--- src/rtl/core/pressure_channel_zero_and_settle_macros.svh ---
// Assertion macros for the pressure channel zero-and-settle block.
// Each macro expects i_clk and i_rst_n in the scope where it is used.
`ifndef PRESSURE_CHANNEL_ZERO_AND_SETTLE_MACROS_SVH
`define PRESSURE_CHANNEL_ZERO_AND_SETTLE_MACROS_SVH

// Check a consequence in the same cycle as its condition.
`define PCZ_ASSERT_NOW(label, ante, cons) \
    label: assert property (@(posedge i_clk) disable iff (!i_rst_n) (ante) |-> (cons)) \
        else $error("pressure channel assertion failed");

// Check a consequence in the cycle after its condition.
`define PCZ_ASSERT_NEXT(label, ante, cons) \
    label: assert property (@(posedge i_clk) disable iff (!i_rst_n) (ante) |=> (cons)) \
        else $error("pressure channel assertion failed");

`endif

--- src/rtl/core/pcz_pkg.sv ---
// Shared types, codes and scaling constants for the pressure channel block.
// No dependencies; imported by pcz_track, pcz_scale and the top level.
`timescale 1ns / 1ps

package pcz_pkg;

    localparam int CHANNEL_COUNT_DEF = 4;
    localparam int DISPLAY_COUNT     = 4;

    localparam int COEF_A_W = 17;
    localparam int COEF_D_W = 19;
    localparam int COEF_B_W = 18;
    localparam int NUM_W    = 48;
    localparam int REM_W    = 21;

    // Display units; every code is used.
    typedef enum logic [1:0] {
        UNIT_MBAR = 2'd0,
        UNIT_KPA  = 2'd1,
        UNIT_PSI  = 2'd2,
        UNIT_MMHG = 2'd3
    } t_unit;

    typedef enum logic [1:0] {
        MODE_SAMPLE = 2'd0,
        MODE_CAL    = 2'd1,
        MODE_CLEAR  = 2'd2
    } t_mode;

    typedef enum logic [1:0] {
        REG_UNIT   = 2'd0,
        REG_SETTLE = 2'd1,
        REG_MARKER = 2'd2
    } t_reg;

    // Rounded quotient q = floor((A * mag + B) / D), with B exactly D / 2.
    localparam int KPA_A  = 1;
    localparam int KPA_B  = 5;
    localparam int KPA_D  = 10;
    localparam int PSI_A  = 5000;
    localparam int PSI_B  = 172369;
    localparam int PSI_D  = 344738;
    localparam int MMHG_A = 100000;
    localparam int MMHG_B = 66661;
    localparam int MMHG_D = 133322;

    // Reciprocals floor(2^32 * A / D), used for the quotient estimate.
    localparam logic [31:0] KPA_M  = 32'((64'd1 << 32) * 64'(KPA_A) / 64'(KPA_D));
    localparam logic [31:0] PSI_M  = 32'((64'd1 << 32) * 64'(PSI_A) / 64'(PSI_D));
    localparam logic [31:0] MMHG_M = 32'((64'd1 << 32) * 64'(MMHG_A) / 64'(MMHG_D));

    typedef struct packed {
        logic [31:0]         m;
        logic [COEF_A_W-1:0] a;
        logic [COEF_B_W-1:0] b;
        logic [COEF_D_W-1:0] d;
    } t_coef;

    typedef struct packed {
        logic [1:0]  unit;
        logic [15:0] settle;
        logic [31:0] marker;
    } t_cfg;

    typedef struct packed {
        logic [1:0]  mode;
        logic [1:0]  channel;
        logic [31:0] raw;
        logic [31:0] now;
    } t_item;

    typedef struct packed {
        logic                               valid;
        logic [1:0]                         channel;
        logic [DISPLAY_COUNT-1:0]           lost;
        logic [DISPLAY_COUNT-1:0][31:0]     cal;
    } t_snap;

    function automatic t_coef unit_coef(input logic [1:0] unit);
        t_coef c;
        c = '0;
        case (unit)
            UNIT_KPA: begin
                c.m = KPA_M;
                c.a = COEF_A_W'(KPA_A);
                c.b = COEF_B_W'(KPA_B);
                c.d = COEF_D_W'(KPA_D);
            end
            UNIT_PSI: begin
                c.m = PSI_M;
                c.a = COEF_A_W'(PSI_A);
                c.b = COEF_B_W'(PSI_B);
                c.d = COEF_D_W'(PSI_D);
            end
            UNIT_MMHG: begin
                c.m = MMHG_M;
                c.a = COEF_A_W'(MMHG_A);
                c.b = COEF_B_W'(MMHG_B);
                c.d = COEF_D_W'(MMHG_D);
            end
            default: c = '0;
        endcase
        return c;
    endfunction

endpackage

--- src/rtl/core/pcz_scale.sv ---
// One display lane: converts a calibrated 0.01 mbar value to the selected unit.
// Three registered stages (multiply, remainder, correct); depends on pcz_pkg.
`timescale 1ns / 1ps

module pcz_scale (
    input  logic          i_clk,
    input  logic          i_en,
    input  logic [31:0]   i_value,
    input  logic          i_lost,
    input  pcz_pkg::t_cfg i_cfg,
    output logic [31:0]   o_display
);
    import pcz_pkg::*;

    t_coef coef;
    logic  is_marker;
    logic  neg;
    logic [31:0] mag;

    logic                r1_pass;
    logic [31:0]         r1_pass_val;
    logic                r1_neg;
    logic [63:0]         r1_prod;
    logic [NUM_W-1:0]    r1_num;
    logic [COEF_D_W-1:0] r1_d;

    logic                r2_pass;
    logic [31:0]         r2_pass_val;
    logic                r2_neg;
    logic [31:0]         r2_q0;
    logic [REM_W-1:0]    r2_rem;
    logic [COEF_D_W-1:0] r2_d;

    logic [31:0] r_out;

    logic [64:0] rounded;
    logic [31:0] q0;
    logic [49:0] back;
    logic [31:0] q;

    assign coef      = unit_coef(i_cfg.unit);
    assign is_marker = i_lost || (i_value == i_cfg.marker);
    assign neg       = i_value[31];
    assign mag       = neg ? (32'd0 - i_value) : i_value;

    // estimate is the rounded quotient or one below it
    assign rounded = 65'(r1_prod) + (65'd1 << 31);
    assign q0      = rounded[63:32];
    assign back    = 50'(r1_num) - 50'(q0) * 50'(r1_d);
    assign q       = r2_q0 + 32'(r2_rem >= REM_W'(r2_d));

    always_ff @(posedge i_clk) begin
        if (i_en) begin
            r1_pass     <= is_marker || (i_cfg.unit == UNIT_MBAR);
            r1_pass_val <= is_marker ? i_cfg.marker : i_value;
            r1_neg      <= neg;
            r1_prod     <= 64'(mag) * 64'(coef.m);
            r1_num      <= NUM_W'(mag) * NUM_W'(coef.a) + NUM_W'(coef.b);
            r1_d        <= coef.d;

            r2_pass     <= r1_pass;
            r2_pass_val <= r1_pass_val;
            r2_neg      <= r1_neg;
            r2_q0       <= q0;
            r2_rem      <= back[REM_W-1:0];
            r2_d        <= r1_d;

            r_out       <= r2_pass ? r2_pass_val : (r2_neg ? (32'd0 - q) : q);
        end
    end

    assign o_display = r_out;

endmodule

--- config.mk ---
export PLATFORM = sky130hd
export DESIGN_NAME = pcz_scale
export DESIGN_NICKNAME = d
export VERILOG_FILES = /design/src/rtl/core/pressure_channel_zero_and_settle_macros.svh /design/src/rtl/core/pcz_pkg.sv /design/src/rtl/core/pcz_scale.sv
export SDC_FILE = /design/constraint.sdc
export NUM_CORES = 2
export LEC_CHECK = 0
export ABC_AREA = 1
export BUFFER_PORTS_ARGS = -buffer_cell sky130_fd_sc_hd__buf_2
export CAP_MARGIN = 15
export CORE_MARGIN = 3
export CORE_UTILIZATION = 30
export CTS_CLUSTER_SIZE = 16
export DETAILED_ROUTE_END_ITERATION = 10
export GPL_ROUTABILITY_DRIVEN = 0
export GPL_TIMING_DRIVEN = 1
export HOLD_SLACK_MARGIN = 0.12
export SKIP_LAST_GASP = 1
export SYNTH_ARGS = -nofsm -noshare
export SYNTH_HDL_FRONTEND = slang
export SYNTH_SLANG_ARGS = --single-unit
--- constraint.sdc ---
create_clock -name i_clk -period 15.5 [get_ports i_clk]
set_clock_uncertainty 0.05 [all_clocks]
set_input_delay 1.55 -clock i_clk [delete_from_list [all_inputs] [get_ports i_clk]]
set_output_delay 1.55 -clock i_clk [all_outputs]
set_load 0.1 [all_outputs]
; After elaboration in Yosys (flattened, before gate mapping)
; Index checks and enable logic that the tools add are counted.
[word_totals]
ff_bits = 276
elab_cells = 35
input_bits = 85
[classes]
n_reduce_logical = 3
eq_ne = 4
n_mux = 5
multipliers = 3
magnitude_cmp = 1
addsub = 6
[ops]
columns = operator, n
row1 = $pmux 86 s3, 1
row2 = $mux 32, 4
row3 = $add 64x32->64 const B, 1
row4 = $mul 32x32->64, 1
row5 = $sub 1x32->32 const A, 2
row6 = $add 32x1->32, 1
row7 = $eq 32x32->1, 1
row8 = $mul 32x17->21, 1
row9 = $mul 32x19->21, 1
row10 = $add 21x18->21, 1
row11 = $ge 21x19->1, 1
row12 = $sub 21x21->21, 1
row13 = $eq 2x2->1 const B, 2
row14 = $eq 2x1->1 const B, 1
row15 = $logic_not 2->1, 1
row16 = $logic_or 1x1->1, 2

; Longest topological paths before layout
[logic_depth]
depth_word = 5
depth_mapped = 41
ltp_nobuf = 40

; Worst setup path after synthesis
; No wires, ideal clock.
[synth_timing]
path_kind = input-to-reg
startpoint = input i_value[0]
endpoint = register r1_prod[62], data pin
required_time_ps = 15191
setup_slack_ps = 6223
n_path_buf = 1
path_stages = 38
arrival_time_ps = 8968
cell_sequence = buf_2 > inv_2 > ha_1 > inv_1 > nor3_4 > nand3_1 > inv_1 > a21oi_1 > nor2_2 > o21ai_2 > a21oi_1 > xor2_1 > inv_1 > nor2_1 > inv_1 > fa_1 > inv_1 > fa_1 > (+2 left out) > fa_1 > inv_1 > fa_1 > fa_1 > fa_1 > inv_1 > fa_1 > inv_1 > ha_1 > nand2_1 > nor2_1 > inv_1 > nor2_1 > inv_1 > o311ai_0 > nand2_1 > nand2_1 > xor2_1
[synth_between]
elab_chain_len = 3
[synth_lines]
columns = element, line_no
row1 = from (decl), pcz_scale.sv:8  ; input logic [31:0] i_value,
row2 = $sub 1x32->32, pcz_scale.sv:44  ; assign mag = neg ? (32'd0 - i_value) : i_value;
row3 = $mux 32 (*), pcz_scale.sv:44
row4 = $mul 32x32->64 (*), pcz_scale.sv:57  ; r1_prod <= 64'(mag) * 64'(coef.m);
row5 = to (signal assigned), pcz_scale.sv:57
row6 = to (decl), pcz_scale.sv:23  ; logic [63:0] r1_prod;
; Every way passes the cells marked *; elsewhere a longest branch is shown, timed or not.
; A chain may end at the register's enable or synchronous reset.

; Worst setup path after layout
; Ends and elaborated chain as after synthesis.

==> run metrics <==
number of antenna violations at the first check in global routing 3; gr ovfl total 0; Synth async-reset ratio 0%; ys flop type edfxtp_1; H-Tree Depth 1; post-synth cell types 54; num rows 146; Routed WL 149000 um; area delta synth->final 8.19%; fin cells 7587; RSZ-0062 raised after global routing false; Die X-Extent 406 um; Least-Margin Pin Slew 1.10 ns; HP Class flop to flop; DRC 0; part of the cycle the worst path needs 71.8%; CP required 15.85 ns; clock sink count 217; max_cap viols 0; crit path kind primary input to flop; CTS tree built; status finished, final reports clean; largest net degree at the start of global routing 79; Syn Nets 6993; critical path endpoint category flop; Die Ht 406 um; most frequent cell after synthesis inv_1; CTS resizes 0; Synth top area share 35.0%; number of synthesized flops with an enable pin 217; CP Launch Type primary input; ANT nets after route 0; placed insts 7544; Post-CTS Hold Buffers 0; relative slew slack 26.2%; layout cell share with drive strength beyond 1 4.28%; Critical Path Most Common Cell inv_1; CP arrival 11.48 ns; Routed wire per std cell 19.6 um; CP Max Fanout 8; vias in the first global route 36800; vias post-DR 36300; initial DRC count 3591; IO Port Bufs 100; Area contributors post-synth fa_1 35%, ha_1 18%, edfxtp_1 14%; Top delay family on crit path adder cells; synth cell count leaders 1499 x inv_1, 839 x fa_1, 682 x ha_1; Worst path slowest cell o311ai_0; initial core utilization 30.2%; vias per inst 4.78; clk slew on worst S/H paths 0.06 ns; Tmin final 11.12 ns; first-pass GRT wire length 225000 um; die area 165000 um^2; Syn. warnings 0; max incr delay on CP 0.85 ns; max-slew violations 0; Ports 117; clock buffer depth 3; dpl cell area 51100 um^2; fmax 0.0899 GHz; Avg Inst Size Synth 8.90 um^2; Detail Placement HPWL 134000 um; worst path bufs/invs 13; Setup TNS Final 0 ns; Core ar. 159000 um^2; r2r setup slk 8.39 ns; final setup fails 0; Setup Fix Bufs, Post-CTS 0; nets@finish 7104; synthesized flop and latch total 217; gr usage total 18.1%; DR pass1 iterations 6; Clock Tree Root clkbuf_16; Synth area leader fa_1; count of final hold-check violations 0; final instance area 51900 um^2; Cells after Synth 5387; fraction of the yosys area taken by sequential cells 13.6%; clk_lat worst skew 0.56 ns; number of CTS-inserted buffers 24; Netlist Area Pre-Place 47900 um^2
## per-layer routing
layer	wire [um]	part of all wire, %	GRT usage [%]	vias to the layer above
met5	27	0.018	0	-
li1	-	-	-	16600
met2	66600	45	28.4	1565
met3	12400	8.3	3.07	352
met1	60500	41	24.0	17700
met4	9490	6.4	9.28	4
## cell usage in the layout (no fill, tap or decap), types with 8 or more instances in the layout
cell       synthesis  final
o21ai_0          124    124
inv_1           1499   1499
nor3_1            38     38
o21bai_1          20     20
a21oi_1          161    161
nand3b_1          10     10
nor2_2            14     15
clkbuf_16          0     24
nand2_1          656    655
a31oi_1           12     12
o21a_1            15     15
nand3_1          129    129
nor2_4             8      8
buf_2              7     99
nor2_1           550    549
xor2_1           153    153
ha_1             682    682
or2_2             12     12
fa_1             839    839
clkinv_1           7      9
edfxtp_1         217    217
inv_2              8      8
nor4_1            16     16
nand4_1           45     45
xnor2_1           49     49
buf_4              1     35
## flip-flops by register name (all words and copies together), names as in the netlist
name and count:
r1_d 5, r2_d 5, o_display 32, r2_rem 21
r1_neg 1, r1_num 21, r1_pass 1, r1_pass_val 32
r2_q0 32, r2_neg 1, r1_prod 33, r2_pass 1
r2_pass_val 32
## path summary, 6_finish.rpt
kind / from / endpoint / cells after the start
setup reg to reg: r1_prod[32]$_DFFE_PP_ / r2_rem[20]$_DFFE_PP_ / 23
hold / removal: r1_pass_val[6]$_DFFE_PP_ / r2_pass_val[6]$_DFFE_PP_ / 0
setup / recovery: i_value[0] / r1_prod[62]$_DFFE_PP_ / 38
hold reg to reg: r1_pass_val[6]$_DFFE_PP_ / r2_pass_val[6]$_DFFE_PP_ / 0
## stage by stage
stage                     hold slack (ns)  utilization (%)  setup slack (ns)
after global placement              0.351             32.2              4.18
final                               0.369             32.7              4.38
after floorplan                     0.350                -              6.22
after global routing                0.374             32.7              4.01
after CTS                           0.368             32.7              4.63
after detailed placement            0.355             32.2              4.06
## cells by family after synthesis
family | count (synthesis) | share of synthesized area, %
compound gates | 381 | 4.48
flops | 217 | 13.6
xor+xnor | 204 | 3.76
fa+ha+maj | 1521 | 52.8
simple gates | 1500 | 13.1
buf+inv | 1564 | 12.3
## final cells by class
cell class	count	area (um^2)
fill	16400	107000
multi-input combinational	3606	35500
sequential	217	6520
inverter	1514	5680
tap	2072	2590
timing repair buffer	135	773
clock buffer	26	608
clock inverter	16	146
antenna	1	2.50
Power is not shown: default switching activity piles up to over one toggle a cycle in this logic, so the estimate is an artifact.
