[config.mk]
export PLATFORM = sky130hd
export DESIGN_NAME = pcz_track
export DESIGN_NICKNAME = d
export VERILOG_FILES = /design/src/rtl/core/pressure_channel_zero_and_settle_macros.svh /design/src/rtl/core/pcz_pkg.sv /design/src/rtl/core/pcz_track.sv
export SDC_FILE = /design/constraint.sdc
export NUM_CORES = 2
export LEC_CHECK = 0
export ABC_AREA = 1
export BUFFER_PORTS_ARGS = -buffer_cell sky130_fd_sc_hd__buf_2
export CORE_MARGIN = 5
export CORE_UTILIZATION = 43
export DETAILED_ROUTE_END_ITERATION = 8
export SYNTH_ARGS = -nofsm -noshare
export SYNTH_HDL_FRONTEND = slang
export SYNTH_SLANG_ARGS = --single-unit
[constraint.sdc]
create_clock -name i_clk -period 3.9 [get_ports i_clk]
set_input_delay 0.195 -clock i_clk [delete_from_list [all_inputs] [get_ports i_clk]]
set_output_delay 0.195 -clock i_clk [all_outputs]
set_load 0.03 [all_outputs]
[src/rtl/core/pressure_channel_zero_and_settle_macros.svh]
// Assertion macros for the pressure channel zero-and-settle block.
// Each macro expects i_clk and i_rst_n in the scope where it is used.
`ifndef PRESSURE_CHANNEL_ZERO_AND_SETTLE_MACROS_SVH
`define PRESSURE_CHANNEL_ZERO_AND_SETTLE_MACROS_SVH

// Check a consequence in the same cycle as its condition.
`define PCZ_ASSERT_NOW(label, ante, cons) \
    label: assert property (@(posedge i_clk) disable iff (!i_rst_n) (ante) |-> (cons)) \
        else $error("pressure channel assertion failed");

// Check a consequence in the cycle after its condition.
`define PCZ_ASSERT_NEXT(label, ante, cons) \
    label: assert property (@(posedge i_clk) disable iff (!i_rst_n) (ante) |=> (cons)) \
        else $error("pressure channel assertion failed");

`endif

[src/rtl/core/pcz_pkg.sv]
// Shared types, codes and scaling constants for the pressure channel block.
// No dependencies; imported by pcz_track, pcz_scale and the top level.
`timescale 1ns / 1ps

package pcz_pkg;

    localparam int CHANNEL_COUNT_DEF = 4;
    localparam int DISPLAY_COUNT     = 4;

    localparam int COEF_A_W = 17;
    localparam int COEF_D_W = 19;
    localparam int COEF_B_W = 18;
    localparam int NUM_W    = 48;
    localparam int REM_W    = 21;

    // Display units; every code is used.
    typedef enum logic [1:0] {
        UNIT_MBAR = 2'd0,
        UNIT_KPA  = 2'd1,
        UNIT_PSI  = 2'd2,
        UNIT_MMHG = 2'd3
    } t_unit;

    typedef enum logic [1:0] {
        MODE_SAMPLE = 2'd0,
        MODE_CAL    = 2'd1,
        MODE_CLEAR  = 2'd2
    } t_mode;

    typedef enum logic [1:0] {
        REG_UNIT   = 2'd0,
        REG_SETTLE = 2'd1,
        REG_MARKER = 2'd2
    } t_reg;

    // Rounded quotient q = floor((A * mag + B) / D), with B exactly D / 2.
    localparam int KPA_A  = 1;
    localparam int KPA_B  = 5;
    localparam int KPA_D  = 10;
    localparam int PSI_A  = 5000;
    localparam int PSI_B  = 172369;
    localparam int PSI_D  = 344738;
    localparam int MMHG_A = 100000;
    localparam int MMHG_B = 66661;
    localparam int MMHG_D = 133322;

    // Reciprocals floor(2^32 * A / D), used for the quotient estimate.
    localparam logic [31:0] KPA_M  = 32'((64'd1 << 32) * 64'(KPA_A) / 64'(KPA_D));
    localparam logic [31:0] PSI_M  = 32'((64'd1 << 32) * 64'(PSI_A) / 64'(PSI_D));
    localparam logic [31:0] MMHG_M = 32'((64'd1 << 32) * 64'(MMHG_A) / 64'(MMHG_D));

    typedef struct packed {
        logic [31:0]         m;
        logic [COEF_A_W-1:0] a;
        logic [COEF_B_W-1:0] b;
        logic [COEF_D_W-1:0] d;
    } t_coef;

    typedef struct packed {
        logic [1:0]  unit;
        logic [15:0] settle;
        logic [31:0] marker;
    } t_cfg;

    typedef struct packed {
        logic [1:0]  mode;
        logic [1:0]  channel;
        logic [31:0] raw;
        logic [31:0] now;
    } t_item;

    typedef struct packed {
        logic                               valid;
        logic [1:0]                         channel;
        logic [DISPLAY_COUNT-1:0]           lost;
        logic [DISPLAY_COUNT-1:0][31:0]     cal;
    } t_snap;

    function automatic t_coef unit_coef(input logic [1:0] unit);
        t_coef c;
        c = '0;
        case (unit)
            UNIT_KPA: begin
                c.m = KPA_M;
                c.a = COEF_A_W'(KPA_A);
                c.b = COEF_B_W'(KPA_B);
                c.d = COEF_D_W'(KPA_D);
            end
            UNIT_PSI: begin
                c.m = PSI_M;
                c.a = COEF_A_W'(PSI_A);
                c.b = COEF_B_W'(PSI_B);
                c.d = COEF_D_W'(PSI_D);
            end
            UNIT_MMHG: begin
                c.m = MMHG_M;
                c.a = COEF_A_W'(MMHG_A);
                c.b = COEF_B_W'(MMHG_B);
                c.d = COEF_D_W'(MMHG_D);
            end
            default: c = '0;
        endcase
        return c;
    endfunction

endpackage

[src/rtl/core/pcz_track.sv]
// Per-channel connect, settle and zero-offset state, plus the result snapshot.
// Depends on pcz_pkg.
`timescale 1ns / 1ps

module pcz_track #(
    parameter int CHANNEL_COUNT = pcz_pkg::CHANNEL_COUNT_DEF
) (
    input  logic           i_clk,
    input  logic           i_rst_n,
    input  logic           i_en,
    input  logic           i_valid,
    input  pcz_pkg::t_item i_item,
    input  pcz_pkg::t_cfg  i_cfg,
    output pcz_pkg::t_snap o_snap
);
    import pcz_pkg::*;

    logic        r_seen    [CHANNEL_COUNT];
    logic        r_settled [CHANNEL_COUNT];
    logic        r_lost    [CHANNEL_COUNT];
    logic [31:0] r_stamp   [CHANNEL_COUNT];
    logic [31:0] r_last    [CHANNEL_COUNT];
    logic [31:0] r_offset  [CHANNEL_COUNT];
    logic [31:0] r_cal     [CHANNEL_COUNT];

    logic        n_seen    [CHANNEL_COUNT];
    logic        n_settled [CHANNEL_COUNT];
    logic        n_lost    [CHANNEL_COUNT];
    logic [31:0] n_stamp   [CHANNEL_COUNT];
    logic [31:0] n_last    [CHANNEL_COUNT];
    logic [31:0] n_offset  [CHANNEL_COUNT];
    logic [31:0] n_cal     [CHANNEL_COUNT];

    logic  emit;
    t_snap r_snap;
    t_snap n_snap;

    always_comb begin
        logic [32:0] diff;
        logic [31:0] elapsed;
        n_seen    = r_seen;
        n_settled = r_settled;
        n_lost    = r_lost;
        n_stamp   = r_stamp;
        n_last    = r_last;
        n_offset  = r_offset;
        n_cal     = r_cal;
        emit      = 1'b0;
        diff      = '0;
        elapsed   = '0;
        if (i_valid) begin
            case (i_item.mode)
                MODE_CLEAR: begin
                    for (int c = 0; c < CHANNEL_COUNT; c++) n_offset[c] = '0;
                end
                MODE_CAL: begin
                    for (int c = 0; c < CHANNEL_COUNT; c++) begin
                        if (int'(i_item.channel) == c && r_last[c] != i_cfg.marker) begin
                            n_offset[c] = r_last[c];
                        end
                    end
                end
                MODE_SAMPLE: begin
                    for (int c = 0; c < CHANNEL_COUNT; c++) begin
                        if (int'(i_item.channel) == c) begin
                            elapsed = i_item.now - r_stamp[c];
                            diff    = {i_item.raw[31], i_item.raw} - {r_offset[c][31], r_offset[c]};
                            if (i_item.raw == i_cfg.marker) begin
                                n_lost[c]    = 1'b1;
                                n_settled[c] = 1'b0;
                                n_seen[c]    = 1'b0;
                                emit         = 1'b1;
                            end else if (!r_seen[c]) begin
                                // first good sample opens the settle window
                                n_seen[c]    = 1'b1;
                                n_stamp[c]   = i_item.now;
                                n_settled[c] = 1'b0;
                            end else if (!r_settled[c] && elapsed < 32'(i_cfg.settle)) begin
                                n_settled[c] = 1'b0;
                            end else begin
                                n_settled[c] = 1'b1;
                                n_last[c]    = i_item.raw;
                                n_lost[c]    = 1'b0;
                                emit         = 1'b1;
                                if (diff[32] != diff[31]) begin
                                    n_cal[c] = diff[32] ? 32'h8000_0000 : 32'h7FFF_FFFF;
                                end else begin
                                    n_cal[c] = diff[31:0];
                                end
                            end
                        end
                    end
                end
                default: emit = 1'b0;
            endcase
        end
    end

    assign n_snap.valid   = i_valid & emit;
    assign n_snap.channel = i_item.channel;

    for (genvar l = 0; l < DISPLAY_COUNT; l++) begin : g_lane
        if (l < CHANNEL_COUNT) begin : g_live
            assign n_snap.cal[l]  = n_cal[l];
            assign n_snap.lost[l] = n_lost[l];
        end else begin : g_none
            assign n_snap.cal[l]  = '0;
            assign n_snap.lost[l] = 1'b0;
        end
    end

    always_ff @(posedge i_clk) begin
        if (!i_rst_n) begin
            for (int c = 0; c < CHANNEL_COUNT; c++) begin
                r_seen[c]    <= 1'b0;
                r_settled[c] <= 1'b0;
                r_lost[c]    <= 1'b0;
                r_stamp[c]   <= '0;
                r_last[c]    <= '0;
                r_offset[c]  <= '0;
                r_cal[c]     <= '0;
            end
            r_snap.valid <= 1'b0;
        end else if (i_en) begin
            r_seen    <= n_seen;
            r_settled <= n_settled;
            r_lost    <= n_lost;
            r_stamp   <= n_stamp;
            r_last    <= n_last;
            r_offset  <= n_offset;
            r_cal     <= n_cal;
            r_snap    <= n_snap;
        end
    end

    assign o_snap = r_snap;

endmodule

## Word-level counts from Yosys, hierarchy flattened

Index checks and enable logic that the tools add are counted.
Widths: inputs -> output; s select.

| operators by class | value |
|---|---|
| equality and inequality tests | 18 |
| reduce and logical (&&, ||, !) cells | 32 |
| bitwise operators | 10 |
| muxes and demuxes | 78 |
| $lt $le $gt $ge | 4 |
| add/sub/neg operators | 8 |

Operators by type and width:

| kind | number |
|---|---|
| $mux 32 | 28 |
| $mux 128 | 2 |
| $pmux 128 s2 | 1 |
| $sub 32x32->33 | 4 |
| $lt 32x16->1 | 4 |
| $ne 32x32->1 | 4 |
| $sub 32x32->32 | 4 |
| $mux 1 | 45 |
| $eq 32x32->1 | 1 |
| $reduce_and 4->1 | 8 |
| $reduce_and 7->1 | 4 |
| $reduce_and 6->1 | 4 |
| $not 1->1 | 9 |
| $logic_and 1x1->1 | 8 |
| $mux 4 | 2 |
| $ne 2x2->1 const B | 4 |
| $eq 2x2->1 const B | 3 |
| $eq 2x1->1 const B | 2 |
| $logic_not 1->1 | 4 |
| $logic_not 2->1 | 2 |
| $ne 1x1->1 | 4 |
| $reduce_and 2->1 | 1 |
| $reduce_bool 2->1 | 1 |
| $and 1x1->1 | 1 |

| storage, ports and cells | value |
|---|---|
| input port bits | 122 |
| bits in registers | 659 |
| logic and storage cells | 185 |

## Depth between registers and ports, before layout

| logic depth | value |
|---|---|
| depth in word-level cells | 22 |
| gate-level depth with buffers | 30 |
| gate-level depth less buffers | 29 |

## Worst setup path before layout

No wires, ideal clock.

| timing | value |
|---|---|
| path kind | input -> register |
| start point | input port i_en |
| end point | register r_snap, in the netlist o_snap[0] (enable) |
| data required time | 3.414 ns |
| library setup time | 0.486 ns |
| stages on the path | 4 |
| buffers on the path | 2 |
| setup slack | -0.096 ns |
| data arrival time | 3.509 ns |
| cell sequence | clkbuf_1 -> clkbuf_1 -> nand2_1 -> inv_1 |

| between the ends | value |
|---|---|
| word-level cells in the longest chain between the ends | 1 |

RTL lines:

| what | line | source |
|---|---|---|
| start: declaration | pcz_track.sv:10 | `input logic i_en,` |
| $reduce_and 2->1 (no source line) | - |  |
| end signal: assignment | pcz_track.sv:132 | `r_snap <= n_snap;` |
| end: declaration | pcz_track.sv:35 | `t_snap r_snap;` |

Every way passes these cells.
A chain may end at the register's enable or synchronous reset.

==> out/metrics.cfg <==
[outcome]
status = finished, final reports clean

[clock_network]
clockBufferDepth = 3
clkTransAtPathRegs_ns = 0.06
clock_latency_ns = 0.67
htreeDepth = 3
cts_buffers = 78
cts_sinks = 659
cts-root-buf = clkbuf_16
cts_tree = built

[finish]
final_nets = 7910
final_cell_area_sq_um = 55390
area_growth_pct = 19.12
drive_gt1_frac = 0.1338
fin_util = 0.5167
layout_common_cells = 1688 x nand2_1, 1072 x inv_1, 736 x a21oi_1
n_fill_cell = 10880
layout.cells.most_common = nand2_1

[setup_path]
ff2ff_path_depth = 27
worstPathArrival_ns = 4.13
r2r_setup_slack_ns = 0.23
cp_max_fo = 10
worstPathRequired_ns = 4.32
end_kind = register
start_kind = input pin
critPathKind = input pin to register
worstSetupStartpoint = i_item[46]
rr_startpoint = r_stamp[71]$_SDFFE_PN0P_
r2r_end = r_cal[87]$_SDFFE_PN0P_

[sta]
fin_tns_setup_ns = 0
min_period_over_period = 0.9522
slew_headroom = 0.2693
clock_skew_ns = 0.03162
min_period_ns = 3.714
drv_slew = 0
hold_violations = 0
setup_viol = 0
setup_ws_ns = 0.1864
tightest_slew_ns = 1.096
fmax_mhz = 269.3

[place]
io_buffers = 254
place_congestion = 0.9946
pre_cts_slack_ns = -0.2628
dpl.hpwl_um = 132300
placed_area_sq_um = 51160

[floorplan]
dieArea_sq_um = 114800
pin_count = 257
core-area_sq_um = 107200
fp.dieW_um = 338.8
die_h_um = 338.8
fp-row-count = 120
start_util = 0.4338

[synth]
syn_inst = 6999
synthesis.nets = 7447
ys_ff_latch = 659
yosys.area.top_type = dfxtp_1
synth_warnings = 0
avgSynthCellArea_sq_um = 6.644
synthFlopType = dfxtp_1
synth_seq_area_share = 0.3126
synth_top_area_share = 0.2260
synth_edf_count = 134
postSynth.asyncResetShare = 0
syn-cell-area_sq_um = 46500
synthTopCellsByArea = dfxtp_1 23%, nand2_1 14%, inv_1 8.7%
yosysUniqueCellTypes = 55

[routing]
dr.pass1.iters = 7
wire_per_inst_um = 19.56
vias = 47720
drcViolationCount = 0
drtIter0Drc = 4656
finalWirelength_um = 174900
ant_nets = 0
vias_per_cell = 5.336

[grt]
grt_max_degree = 119
antenna_found_initial = 26
grt_usage = 0.2867
grt-ovfl-total = 0
first_global_vias = 43620
grt_pass1_wl_um = 261200

[pwr]
irDropWorstVdd_uv = 289.3
power_leakage_nw = 25.84
p_per_area_nw_per_um2 = 378.0
p_total_mw = 20.94

[min_path]
worstHoldPathType = input pin to register
hp-start = i_item[26]
hold_path_depth = 3
min_to = r_stamp[122]$_SDFFE_PN0P_

[job]
cap_viol_max_count = 0

## report_power, final
part / internal [mW] / total, mW / leakage, nW / switching [mW]
sequential: 7.21 / 7.29 / 5.55 / 0.0847
clock: 4.76 / 7.95 / 1.37 / 3.19
combinational: 1.99 / 5.70 / 18.9 / 3.70
## worst max path at each step
stage                                          to  slack [ns]  depth (start not counted)
after floorplan            r_cal[34]$_SDFFE_PN0P_        0.48                         24
after detailed placement   r_cal[87]$_SDFFE_PN0P_       -0.26                         32
after global placement    r_last[49]$_SDFFE_PN0P_       -0.20                         27
after global routing       r_cal[34]$_SDFFE_PN0P_       -0.04                         25
final                        o_snap[56]$_DFFE_PP_        0.19                         23
after CTS                   o_snap[126]$_DFFE_PP_        0.01                         23
## synth_stat cells (22+ instances only)
library cell	n
a211oi_1	129
a21oi_1	747
buf_2	71
clkbuf_1	147
dfxtp_1	525
edfxtp_1	134
ha_1	318
inv_1	1075
nand2_1	1711
nand2_2	30
nand3_1	318
nand4_1	128
nor2_1	563
nor3_1	32
nor4_1	22
o21a_1	26
o21ai_0	427
o21ai_1	104
o21ai_2	22
or2_2	36
xnor2_1	119
xor2_1	80
## cell families after synthesis
logic type / count (synthesis) / synth area share
AND/OR/NAND/NOR: 2913 / 0.2632
adder cells (fa/ha/maj): 326 / 0.08901
flip-flops: 659 / 0.3126
XOR/XNOR: 199 / 0.03748
AO/OA/AOI/OAI: 1547 / 0.1820
buffers and inverters: 1355 / 0.1157
## worst max-delay path, cell delays in order
cell and delay, ns:
dlygate4sd3_1 0.54, clkbuf_4 0.25, ha_1 0.38, nand2_1 0.10, buf_4 0.15, o21ai_0 0.22, a21oi_1 0.10, nand3_1 0.14
nand2_1 0.08, o211ai_1 0.13, nand2_1 0.11, nand2_1 0.09, nand2_1 0.05, o211ai_1 0.13, xor2_1 0.24, inv_1 0.07
ha_1 0.29, buf_4 0.17, inv_1 0.10, nand3_1 0.19, nand2_1 0.13, o21ai_1 0.20, inv_1 0.06
## area by class of cell
| type | instances | area (sq um) | share of cell area |
|---|---|---|---|
| inverters | 1095 | 4131 | 0.07459 |
| well taps | 1403 | 1755 | 0.03169 |
| clock buffers | 110 | 2307 | 0.04166 |
| flip-flops and latches | 659 | 14540 | 0.2624 |
| multi-input cells | 4988 | 27320 | 0.4933 |
| clock inverters | 34 | 481.7 | 0.008697 |
| repair buffers | 640 | 4823 | 0.08708 |
| diodes | 13 | 32.53 | 0.0005873 |
## timing repair
action | 4_1_cts | 5_1_grt
setup buffers | 0 | 17
hold endpoints to repair | 74 | 0
setup endpoints to repair | 0 | 385
gates resized for setup | 0 | 155
hold buffers | 28 | 0
## metal layers
layer	track usage	vias to the layer above	share of wire	routed length (um)
li1	-	23780	-	-
met1	0.4329	21950	0.48	84020
met2	0.4138	1693	0.40	70760
met3	0.05145	273	0.085	14890
met4	0.08549	16	0.029	5148
met5	0	-	0.00056	98
## through the flow
step	hold slack, ns	cells
after floorplan	0.2939	6999
after global placement	0.4423	8727
after detailed placement	0.4427	8727
after CTS	0.001476	8899
after global routing	0.04266	8930
final	0.04210	8942
## state kept, by name, summed over array words and instances, names as in the netlist
| register | cells |
|---|---|
| o_snap | 135 |
| r_seen | 4 |
| r_cal | 128 |
| r_settled | 4 |
| r_last | 128 |
| r_lost | 4 |
| r_offset | 128 |
| r_stamp | 128 |
Note: power is estimated with default switching activity, not from simulation.
